==> src/rtl/mdbe_pkg.sv <==
`timescale 1ns / 1ps
package mdbe_pkg;
  localparam int PT_W   = 16;
  localparam int AREA_W = 16;
  localparam int RHO_W  = 24;
  localparam int LEX_W  = 4;
  localparam logic [RHO_W-1:0] RHO_MAX = {RHO_W{1'b1}};
  // density divider quotient width: pt << 14 over area
  localparam int NUM_W  = PT_W + 14;
endpackage

==> src/rtl/median_density_background_estimator.sv <==
`timescale 1ns / 1ps
// Median jet density background estimator.
// in_ channel: one word per jet, tdata = {jet_area, jet_pt}, tlast marks the
// final jet of an event. A stored jet passes through the accept, the
// divider start, 30 restoring divider steps and the memory write.
// A jet that arrives with the store full (MAX_JETS) is dropped and
// flags overflow; if it carries tlast it still closes the event.
// After the last jet each stored jet is ranked against all others by
// momentum, and the kept ones are marked in memory. The two middle
// densities are then found by counting, for each kept jet, the kept jets
// below it; a jet that is not kept is skipped.
// out_ channel: one word per event, tdata = rho, tuser = {overflow,
// rho_valid}. The result register holds while out_tready is low; the next
// event loads meanwhile, but its result waits until the old word is taken.
// cfg_we writes lead_exclude (reset 2); the user must write it only while
// no event is in flight, as the block itself does not enforce it.
// Reset (rst_n low, synchronous) empties the event and the result register;
// memory is not cleared, entries above the jet count are never read.
module median_density_background_estimator #(
  parameter int MAX_JETS = 64
) (
  input  logic        clk,
  input  logic        rst_n,
  input  logic        in_tvalid,
  output logic        in_tready,
  input  logic [31:0] in_tdata,   // jet_pt[15:0], jet_area[31:16]
  input  logic        in_tlast,   // last_jet
  output logic        out_tvalid,
  input  logic        out_tready,
  output logic [23:0] out_tdata,  // rho[23:0]
  output logic [1:0]  out_tuser,  // rho_valid[0], overflow[1]
  input  logic        cfg_we,
  input  logic [3:0]  cfg_wdata   // lead_exclude
);
  import mdbe_pkg::*;
  localparam int AW = $clog2(MAX_JETS);
  localparam int CW = $clog2(MAX_JETS + 1);

  typedef enum logic [3:0] {
    S_IDLE, S_DIV, S_RANK_I, S_RANK_IW, S_RANK_JA, S_RANK_JD,
    S_SEL_K, S_SEL_KW, S_SEL_JA, S_SEL_JD, S_FIN
  } state_t;

  // one memory word per stored jet; keep marks a jet that enters the median
  typedef struct packed {
    logic             keep;
    logic [RHO_W-1:0] dens;
    logic [PT_W-1:0]  pt;
  } jet_word_t;

  state_t state_r;

  logic [LEX_W-1:0]  lex_r;
  logic [CW-1:0]     cnt_r;
  logic              ovf_r, last_r;
  logic [AW-1:0]     i_r, j_r, k_r;
  logic [CW-1:0]     rank_r, m_r, lt_r;
  jet_word_t         cur_r;
  logic [RHO_W-1:0]  lo_r, hi_r;
  logic [PT_W-1:0]   jpt_r;
  logic [AREA_W-1:0] jar_r;
  logic              div_go_r;
  logic              out_vld_r, out_ok_r, out_ovf_r;
  logic [RHO_W-1:0]  out_rho_r;

  // memory and divider
  logic              mem_we;
  logic [AW-1:0]     mem_wa, mem_ra;
  jet_word_t         mem_wd, mem_rd;
  logic              div_done;
  logic [RHO_W-1:0]  div_q;

  logic              above, below, j_last, k_last, i_last, keep_nxt, fin_load;
  logic [CW-1:0]     rank_nxt, lt_nxt, tgt_lo, tgt_hi, cnt_m1;
  logic [RHO_W:0]    mid_sum;

  mdbe_ram #(.WIDTH($bits(jet_word_t)), .DEPTH(MAX_JETS)) u_mem (
    .clk, .we(mem_we), .waddr(mem_wa), .wdata(mem_wd),
    .raddr(mem_ra), .rdata(mem_rd));
  mdbe_div u_div (.clk, .rst_n, .start(div_go_r), .pt(jpt_r), .area(jar_r),
    .done(div_done), .dens(div_q));

  assign in_tready  = (state_r == S_IDLE);
  assign out_tvalid = out_vld_r;
  assign out_tdata  = out_rho_r;
  assign out_tuser  = {out_ovf_r, out_ok_r};

  // compares for the rank and select sweeps
  always_comb begin
    cnt_m1   = cnt_r - CW'(1);
    j_last   = (CW'(j_r) == cnt_m1);
    k_last   = (CW'(k_r) == cnt_m1);
    i_last   = (CW'(i_r) == cnt_m1);
    // jet j ranks above jet i: larger pt, or equal pt and earlier
    above    = (mem_rd.pt > cur_r.pt) || (mem_rd.pt == cur_r.pt && j_r < i_r);
    // kept jet j sorts below candidate k; index breaks ties
    below    = mem_rd.keep && ((mem_rd.dens < cur_r.dens) ||
               (mem_rd.dens == cur_r.dens && j_r < k_r));
    rank_nxt = rank_r + CW'(above);
    lt_nxt   = lt_r + CW'(below);
    keep_nxt = (rank_nxt >= CW'(lex_r));
    tgt_lo   = (m_r - CW'(1)) >> 1;
    tgt_hi   = m_r >> 1;
    mid_sum  = {1'b0, lo_r} + {1'b0, hi_r};
    fin_load = (state_r == S_FIN) && (!out_vld_r || out_tready);
  end

  // write port: new jet from the divider, keep flag after ranking
  always_comb begin
    mem_we = 1'b0;
    mem_wa = cnt_r[AW-1:0];
    mem_wd = '{keep: 1'b0, dens: div_q, pt: jpt_r};
    if (state_r == S_RANK_JD && j_last) begin
      mem_we = 1'b1;
      mem_wa = i_r;
      mem_wd = '{keep: keep_nxt, dens: cur_r.dens, pt: cur_r.pt};
    end else if (state_r == S_DIV && div_done) begin
      mem_we = 1'b1;
    end
  end

  // read port
  always_comb begin
    case (state_r)
      S_RANK_I: mem_ra = i_r;
      S_SEL_K:  mem_ra = k_r;
      default:  mem_ra = j_r;
    endcase
  end

  always_ff @(posedge clk) begin
    div_go_r <= rst_n && in_tvalid && (state_r == S_IDLE) && (cnt_r < CW'(MAX_JETS));
    if (!rst_n) begin
      state_r   <= S_IDLE;
      lex_r     <= LEX_W'(2);
      cnt_r     <= '0;
      ovf_r     <= 1'b0;
      out_vld_r <= 1'b0;
    end else begin
      if (cfg_we) lex_r <= cfg_wdata;
      out_vld_r <= fin_load || (out_vld_r && !out_tready);
      case (state_r)
        S_IDLE: if (in_tvalid) begin
          last_r <= in_tlast;
          jpt_r  <= in_tdata[15:0];
          jar_r  <= in_tdata[31:16];
          if (cnt_r < CW'(MAX_JETS)) begin
            state_r <= S_DIV;
          end else begin
            ovf_r <= 1'b1;
            if (in_tlast) begin
              i_r <= '0; m_r <= '0;
              state_r <= S_RANK_I;
            end
          end
        end
        S_DIV: if (div_done) begin
          cnt_r <= cnt_r + CW'(1);
          if (last_r) begin
            i_r <= '0; m_r <= '0;
            state_r <= S_RANK_I;
          end else begin
            state_r <= S_IDLE;
          end
        end
        // rank jet i against every stored jet
        S_RANK_I: state_r <= S_RANK_IW;
        S_RANK_IW: begin
          cur_r   <= mem_rd;
          j_r     <= '0;
          rank_r  <= '0;
          state_r <= S_RANK_JA;
        end
        S_RANK_JA: state_r <= S_RANK_JD;
        S_RANK_JD: begin
          rank_r <= rank_nxt;
          if (j_last) begin
            if (keep_nxt) m_r <= m_r + CW'(1);
            if (i_last) begin
              k_r <= '0;
              state_r <= S_SEL_K;
            end else begin
              i_r <= i_r + AW'(1);
              state_r <= S_RANK_I;
            end
          end else begin
            j_r <= j_r + AW'(1);
            state_r <= S_RANK_JA;
          end
        end
        // each kept candidate: count kept jets below it
        S_SEL_K: state_r <= S_SEL_KW;
        S_SEL_KW: begin
          cur_r <= mem_rd;
          j_r   <= '0;
          lt_r  <= '0;
          if (mem_rd.keep) begin
            state_r <= S_SEL_JA;
          end else if (k_last) begin
            state_r <= S_FIN;
          end else begin
            k_r <= k_r + AW'(1);
            state_r <= S_SEL_K;
          end
        end
        S_SEL_JA: state_r <= S_SEL_JD;
        S_SEL_JD: begin
          lt_r <= lt_nxt;
          if (j_last) begin
            if (lt_nxt == tgt_lo) lo_r <= cur_r.dens;
            if (lt_nxt == tgt_hi) hi_r <= cur_r.dens;
            if (k_last) begin
              state_r <= S_FIN;
            end else begin
              k_r <= k_r + AW'(1);
              state_r <= S_SEL_K;
            end
          end else begin
            j_r <= j_r + AW'(1);
            state_r <= S_SEL_JA;
          end
        end
        // load the result once the previous word is gone
        S_FIN: if (fin_load) begin
          out_rho_r <= (m_r == '0) ? '0 : mid_sum[RHO_W:1];
          out_ok_r  <= (m_r != '0);
          out_ovf_r <= ovf_r;
          cnt_r     <= '0;
          ovf_r     <= 1'b0;
          state_r   <= S_IDLE;
        end
        default: state_r <= S_IDLE;
      endcase
    end
  end

  // checks
  a_cnt_max: assert property (@(posedge clk) disable iff (!rst_n)
    cnt_r <= CW'(MAX_JETS)) else $error("jet count past capacity");
  a_out_hold: assert property (@(posedge clk) disable iff (!rst_n)
    out_tvalid && !out_tready |=> out_tvalid && $stable(out_tdata) && $stable(out_tuser))
    else $error("result changed while stalled");
  a_div_state: assert property (@(posedge clk) disable iff (!rst_n)
    div_done |-> state_r == S_DIV) else $error("divider done outside a jet load");
endmodule

==> src/rtl/mdbe_ram.sv <==
`timescale 1ns / 1ps
module mdbe_ram #(
  parameter int WIDTH = 16,
  parameter int DEPTH = 64
) (
  input  logic                     clk,
  input  logic                     we,
  input  logic [$clog2(DEPTH)-1:0] waddr,
  input  logic [WIDTH-1:0]         wdata,
  input  logic [$clog2(DEPTH)-1:0] raddr,
  output logic [WIDTH-1:0]         rdata
);
  logic [WIDTH-1:0] mem [DEPTH];
  always_ff @(posedge clk) begin
    if (we) mem[waddr] <= wdata;
    rdata <= mem[raddr];
  end
endmodule

==> src/rtl/mdbe_div.sv <==
`timescale 1ns / 1ps
// Restoring divider, one quotient bit per cycle; saturates to RHO_MAX.
module mdbe_div (
  input  logic clk,
  input  logic rst_n,
  input  logic start,
  input  logic [mdbe_pkg::PT_W-1:0]   pt,
  input  logic [mdbe_pkg::AREA_W-1:0] area,
  output logic done,
  output logic [mdbe_pkg::RHO_W-1:0]  dens
);
  import mdbe_pkg::*;
  localparam int CW = $clog2(NUM_W + 1);
  logic [NUM_W-1:0]  num_r, num_nxt;
  logic [AREA_W:0]   rem_r, rem_nxt;
  logic [AREA_W-1:0] den_r;
  logic [NUM_W-1:0]  q_r, q_nxt;
  logic [CW-1:0]     cnt_r;
  logic              busy_r;
  logic [AREA_W:0]   sh;

  always_comb begin
    sh      = {rem_r[AREA_W-1:0], num_r[NUM_W-1]};
    num_nxt = {num_r[NUM_W-2:0], 1'b0};
    if (sh >= {1'b0, den_r}) begin
      rem_nxt = sh - {1'b0, den_r};
      q_nxt   = {q_r[NUM_W-2:0], 1'b1};
    end else begin
      rem_nxt = sh;
      q_nxt   = {q_r[NUM_W-2:0], 1'b0};
    end
  end

  always_ff @(posedge clk) begin
    done <= rst_n && !start && busy_r && (cnt_r == CW'(1));
    if (!rst_n) begin
      busy_r <= 1'b0;
    end else if (start) begin
      busy_r <= 1'b1;
      num_r  <= {pt, 14'd0};
      den_r  <= area;
      rem_r  <= '0;
      q_r    <= '0;
      cnt_r  <= CW'(NUM_W);
    end else if (busy_r) begin
      num_r <= num_nxt;
      rem_r <= rem_nxt;
      q_r   <= q_nxt;
      cnt_r <= cnt_r - CW'(1);
      if (cnt_r == CW'(1)) begin
        busy_r <= 1'b0;
        if (den_r == '0 || q_nxt[NUM_W-1:RHO_W] != '0) dens <= RHO_MAX;
        else dens <= q_nxt[RHO_W-1:0];
      end
    end
  end
endmodule
==> config.mk <==
export PLATFORM = sky130hd
export DESIGN_NAME = median_density_background_estimator
export DESIGN_NICKNAME = d
export VERILOG_FILES = /design/src/rtl/mdbe_pkg.sv /design/src/rtl/median_density_background_estimator.sv /design/src/rtl/mdbe_ram.sv /design/src/rtl/mdbe_div.sv
export SDC_FILE = /design/constraint.sdc
export NUM_CORES = 2
export LEC_CHECK = 0
export ABC_CLOCK_PERIOD_IN_PS = 9700
export BUFFER_PORTS_ARGS = -buffer_cell sky130_fd_sc_hd__buf_4
export CORE_MARGIN = 1.5
export CORE_UTILIZATION = 60
export CTS_BUF_LIST = sky130_fd_sc_hd__clkbuf_16
export CTS_CLUSTER_SIZE = 20
export DETAILED_ROUTE_END_ITERATION = 12
export PLACE_DENSITY = 0.72
export SLEW_MARGIN = 20
export SYNTH_ARGS = -nofsm -noshare
export SYNTH_HDL_FRONTEND = slang
export SYNTH_HIERARCHICAL = 1
export SYNTH_SLANG_ARGS = --single-unit
export TNS_END_PERCENT = 5
==> constraint.sdc <==
create_clock -name clk -period 9.7 [get_ports clk]
set_input_delay 2.425 -clock clk [delete_from_list [all_inputs] [get_ports clk]]
set_output_delay 2.425 -clock clk [all_outputs]
set_load 0.03 [all_outputs]
# Yosys cells after proc, flatten, opt, wreduce, memory -nomap -nowiden
# Memories as Yosys holds them, arrays and structs flattened. A register that Yosys moved wholly into a read port is not among the register bits.
# Cells that the tools add are included.
# W data, S select, Z words.
# classes
add_sub_neg	12
n_mul	0
div	0
magnitude_cmp	7
eq_ne	32
shift	0
muxes	62
bitwise	1
reduce_logical	53
# op_table
cell	count
$mux W6	14
$mux W7	9
$mux W30	2
$pmux W4 S11	1
$pmux W7 S2	3
$mux W41	1
$mux W4	9
$pmux W6 S3	2
$mux W16	2
$mux W29	1
$add A24 B24 Y25	1
$eq A24 B24 Y1	1
$lt A24 B24 Y1	1
$pmux W6 S2	2
$ne A2 B2 Y1 const B	11
$eq A6 B7 Y1	3
$pmux W7 S3	1
$reduce_and A4 Y1	5
$add A6 B1 Y6 const B	3
$reduce_and A9 Y1	2
$ge A17 B16 Y1	1
$eq A16 B16 Y1	1
$eq A4 B3 Y1 const B	4
$gt A16 B16 Y1	1
other kinds (35)	86
# totals
regBits	325
latch_bits	0
ramBits	2624
rom_bits	0
in_bits	42
output_inout_bits	28
elab_cells	199
mem_count	1
# mem_list
name	words	word_bits	read_ports	rd_ports_with_merged_regs	write_ports	line	source
u_mem.mem	64	41	1	1	1	mdbe_ram.sv:13	logic [WIDTH-1:0] mem [DEPTH];

# Logic depth before layout (Yosys ltp)
# depth
ltp_word	8
depth_mapped	19
ltp_nobuf	19

# Cells and area by module
# The synthesis kept the hierarchy.
# by_module_without_submodules
mod	n_inst	cells_each	area_per_inst_um2	seq_area_each_um2
mdbe_ram	1	4216	100405.0	79616.4
median_density_background_estimator	1	987	11403.4	5945.7
mdbe_div	1	394	5186.2	3223.1

# Least setup slack after synthesis
# Ideal clock, no wire load.
# synth_path
path_kind	register -> register
startpoint	register, netlist name cnt_r[0]
endpoint	memory u_mem/mem[48][0] (netlist name) (enable)
setup_ns	0.490
arrival_ns	5.768
required_ns	9.210
path_slack_ns	3.442
stages_incl_launch_ff	15
n_path_buf	4
period_less_slack_ns	6.258
path_cell_list	dfxtp_1 buf_6 inv_1 ha_1 clkbuf_2 nor3b_4 xnor2_1 nor4b_2 nand3b_2 nor2_4 buf_6 mux2_2 clkbuf_1 or3_1 nor3_1
# synth_rtl
item	line
end, declared	mdbe_ram.sv:13

# Final worst setup path
# layout_path
startpoint	register state_r[2]
endpoint	memory u_mem/mem[29][3] (netlist name) (enable)
# layout_between
elab_cells_between_ends	9
cone_classes	eq/ne: 2; mux: 5; reduce/logical: 2
# layout_rtl
item	line	source
start, declared	median_density_background_estimator.sv:51	state_t state_r;
start signal, assigned	median_density_background_estimator.sv:134	state_r <= S_IDLE;
start signal, assigned	median_density_background_estimator.sv:148	state_r <= S_DIV;
start signal, assigned	median_density_background_estimator.sv:153	state_r <= S_RANK_I;
$eq A4 B3 Y1	median_density_background_estimator.sv:113	if (state_r == S_RANK_JD && j_last) begin
$logic_and A1 B1 Y1	median_density_background_estimator.sv:113	
$mux W6	median_density_background_estimator.sv:113	
via mem_wa[0]	median_density_background_estimator.sv:68	logic [AW-1:0] mem_wa, mem_ra;
# The timed path passes the listed nets, and every way through them passes these cells.

==> metrics list <==
- Post-synth ARST share: 0
* Least setup slack across all paths after layout: about 4 ns
- Measured against the total synthesized area, the mux share comes to 0.152.
- Delay contributed by the slowest stage of the critical path: 0.74 ns
- Once layout is complete, the utilization of the core stands at 0.675.
- Number of buffer cells added on primary ports: 69
- Buffers inserted to repair hold after CTS numbered 0.
- CTS placed an instance of sky130_fd_sc_hd__clkbuf_16 at the clock tree root.
- Area Overhead vs Synth: 11.5%
* Max-slew violation count: 0
- RSZ-0062 raised after global routing: no
- Highest metal layer with signal wires: met5
- Time the final worst path needs with I/O delays and setup: about 5.6 ns
- Clock latency on the worst-skew pair, taken at its later pin, is 0.94 ns.
* DRT antenna net count: 0
- From bottom edge to top edge, the die measures 445 microns.
- The worst setup path is captured at a flip-flop.
* Critical setup path kind: flip-flop to flip-flop
- Across the VDD grid, the largest voltage drop is roughly 0.18 mV.
- TritonCTS built the clock tree.
* Via density per instance: 6.83
- Number of setup violations in the final report: 0
* Number of instances in the synthesized netlist: 5597
* Starting Density: 0.606
- Summing over every cut layer, the via total after detailed routing is 58600.
- In the global route stage, overall resource usage came out at 0.303.
- Synthesized area per cell: 20.9 sq um
* Largest net degree at the start of global routing: 129
- Cell count of the worst hold path: 0
- Once detailed placement completed, the half-perimeter wirelength came to 166000 microns.
- Core footprint: 193000 sq um
- After detailed routing, the wire length on met1 is 110000 microns.
- The synthesized design contains between 2000 and 3000 register bits.
- Clock tree synthesis found a total of 2977 sinks.
* Portion of synthesized cell area occupied by the leading cell type: 0.748
* Number of buffers added by the clock tree synthesis step: 308
* Antenna violations before repair: 27
- Together, buffers and inverters on the worst path number 2.
- Number of standard-cell rows in the floorplan: 161
- For this run the aggregate overflow at the end of global routing stands at 0.
- Classification of the worst-slack hold path: flip-flop to flip-flop
- Based on the critical path, the design can be clocked at up to 178 MHz.
- Critical path cell sequence: inv_1 > nor2_1 > nand2_1 > nor2_4 > nand2_1 > o21ai_0 > nand3b_1 > or2_1 > nor2_4 > buf_4
* Relative slew slack: 0.207
- The biggest area contributor in the post-synthesis netlist is sky130_fd_sc_hd__edfxtp_1.
* Status: finished, final reports clean
* Kind of cell adding the most delay to the critical path: simple AND/OR/NAND/NOR gates
* Data arrival time at the worst-slack endpoint: 6.19 ns
* # H-tree levels: 5
* Die Span X: between 400 and 500 microns
- Clock skew on the completed layout was measured at 0.0602 ns.
* Number of distinct standard cells referenced by the synthesized netlist: 83
- Measured in cells, the most critical reg-to-reg path has a length of 10.
- In this run the deepest clock path goes through 4 buffers.
- After detailed routing, the total wire length is 296000 microns.
- Of the available clock period, the critical path in the final layout requires 0.580.
- Dividing the detail-routed wire length by the instance count gives 34.5 microns.
* Cells resized by post-CTS repair: 0
- The most used flip-flop cell after synthesis is sky130_fd_sc_hd__edfxtp_1.
- Post-Syn Area: around 120000 sq um
- # Post-CTS Setup Buffers: 0
* Via count of the first global-routing pass: 57700
* Number of detailed-routing iterations run before antenna repair: 6
- Ports: 70
- The synthesized design contains just under 3000 enable-type register cells.
- The area fraction in compound gates after synthesis is 0.0272.
* Worst-Margin Slew: 1.19 ns
- After the first detailed-routing iteration, the DRC count stood at 8370.
- Of the total synthesized cell area, the portion taken by XOR and XNOR cells is 0.00709.
- During synthesis, Yosys emitted a total of 6 warnings.
- Of the synthesized area, sequential elements account for 0.759.
- Commonest cells post-synth: sky130_fd_sc_hd__edfxtp_1 (2916), sky130_fd_sc_hd__mux4_2 (708), sky130_fd_sc_hd__nor2_1 (275)
- Summing internal, switching and leakage power gives 26.5 mW.
- Worst reg2reg setup slack: 4.07 ns
* Worst-path maximum fanout: 23
- Combinational family with the most area after synthesis: multiplexers
- Cell with the most instances after synthesis: sky130_fd_sc_hd__edfxtp_1
* Die area: just under 200000 sq um
* Final hold violations: 0
* Count of unresolved DRC violations after routing: 0
* Worst EP required: 10.26 ns
- Clock transition time at the flip-flop clock pins of the worst setup and hold paths: ~0.06 ns
- In the final layout, the share of cells above drive strength 1 is 0.259.
* Crit-path slowest cell: sky130_fd_sc_hd__dfxtp_1
* Power per unit of standard cell area: 203 nW/um^2
* Global-route wire length before repair: 420000 microns
- For this run, the post-layout net count is about 6000.
* Leakage Power: 41.1 nW
- Element type at the critical path start: flip-flop
- Final estimated routing congestion in global placement: 0.925
- Of the total synthesized cell area, the portion taken by AND, OR, NAND and NOR gates is 0.0276.
- Aggregate negative setup slack: 0 ns
- Prior to clock tree synthesis, the placed netlist has a worst setup slack of ~4.2 ns.
- Biggest area contributors in the synthesized netlist: sky130_fd_sc_hd__edfxtp_1 (75%), sky130_fd_sc_hd__mux4_2 (14%), sky130_fd_sc_hd__ha_1 (1.1%)
* Critical Path Stages: 10
* Detail Route met2 WL: 135000 microns
* Max_cap viols: 0
- Fraction of the mapped netlist area in adder cells: 0.0117
- Detailed routing placed a total of approximately 37000 microns of wire on met3.
- Total nets after synthesis: 5747
-- flip-flops by register name (all words and copies together) (netlist names), 16 cells and up --
register / cells
u_div/num_r: 16
u_div/den_r: 16
cur_r: 40
u_div/dens: 24
out_tdata: 24
u_div/q_r: 29
u_mem/rdata: 41
u_div/rem_r: 16
lo_r: 24
hi_r: 24
jpt_r: 16
u_mem/mem: 2624
jar_r: 16
-- report_power, final --
group,internal (mW),switching (mW),leakage (nW)
Combinational,0.469,0.750,9.90
Sequential,14.1,0.129,26.3
Clock,6.39,4.68,4.92
-- stage by stage --
| step | instance area [sq um] | instances | hold slack [ns] |
|---|---|---|---|
| finish | 130000 | 8577 | 0.413 |
| global route | 130000 | 8575 | 0.431 |
| CTS | 130000 | 8574 | 0.416 |
| detailed placement | 121000 | 8040 | 0.405 |
| global placement | 121000 | 8040 | 0.407 |
| floorplan | 117000 | 5597 | 0.400 |
-- final timing paths --
| kind | start | to |
|---|---|---|
| setup reg to reg | state_r[2] | u_mem/mem[29][3] |
| hold / removal | jar_r[6] | u_div/den_r[6] |
| hold reg to reg | jar_r[6] | u_div/den_r[6] |
| setup / recovery | state_r[2] | u_mem/mem[29][3] |
-- layout by cell type, fill, tap and decap left out, types with 87 or more instances in the layout --
cell type / Yosys / layout
sky130_fd_sc_hd__o22ai_1: 129 / 129
sky130_fd_sc_hd__ha_1: 106 / 106
sky130_fd_sc_hd__inv_1: 93 / 170
sky130_fd_sc_hd__mux4_2: 708 / 708
sky130_fd_sc_hd__a21oi_1: 123 / 117
sky130_fd_sc_hd__edfxtp_1: 2916 / 2916
sky130_fd_sc_hd__buf_4: 36 / 196
sky130_fd_sc_hd__mux2_2: 111 / 89
sky130_fd_sc_hd__nand2_1: 88 / 87
sky130_fd_sc_hd__clkbuf_16: 0 / 317
sky130_fd_sc_hd__nor2_1: 275 / 211
-- metal layers --
layer / vias up / global-route usage
li1: 23600 / -
met1: 30600 / 0.434
met2: 3728 / 0.452
met3: 605 / 0.0747
met4: 16 / 0.129
met5: - / 0
-- logic make-up after synthesis --
| logic type | Yosys count |
|---|---|
| flip-flops | 2977 |
| multiplexers | 879 |
| AND/OR/NAND/NOR | 656 |
| AO/OA/AOI/OAI | 503 |
| buffers and inverters | 384 |
| adder cells (fa/ha/maj) | 108 |
| XOR/XNOR | 90 |
-- cell type report --
type                            instances  area (sq um)
Fill cell                           11900         62700
Clock inverter                        217          1450
Sequential cell                      2977         88800
Timing Repair Buffer                  206          1670
Antenna cell                            3          7.51
Inverter                               95           363
Clock buffer                          317          7930
Multi-Input combinational cell       2236         27100
Tap cell                             2526          3160
Note: power is estimated with default switching activity, not from simulation.
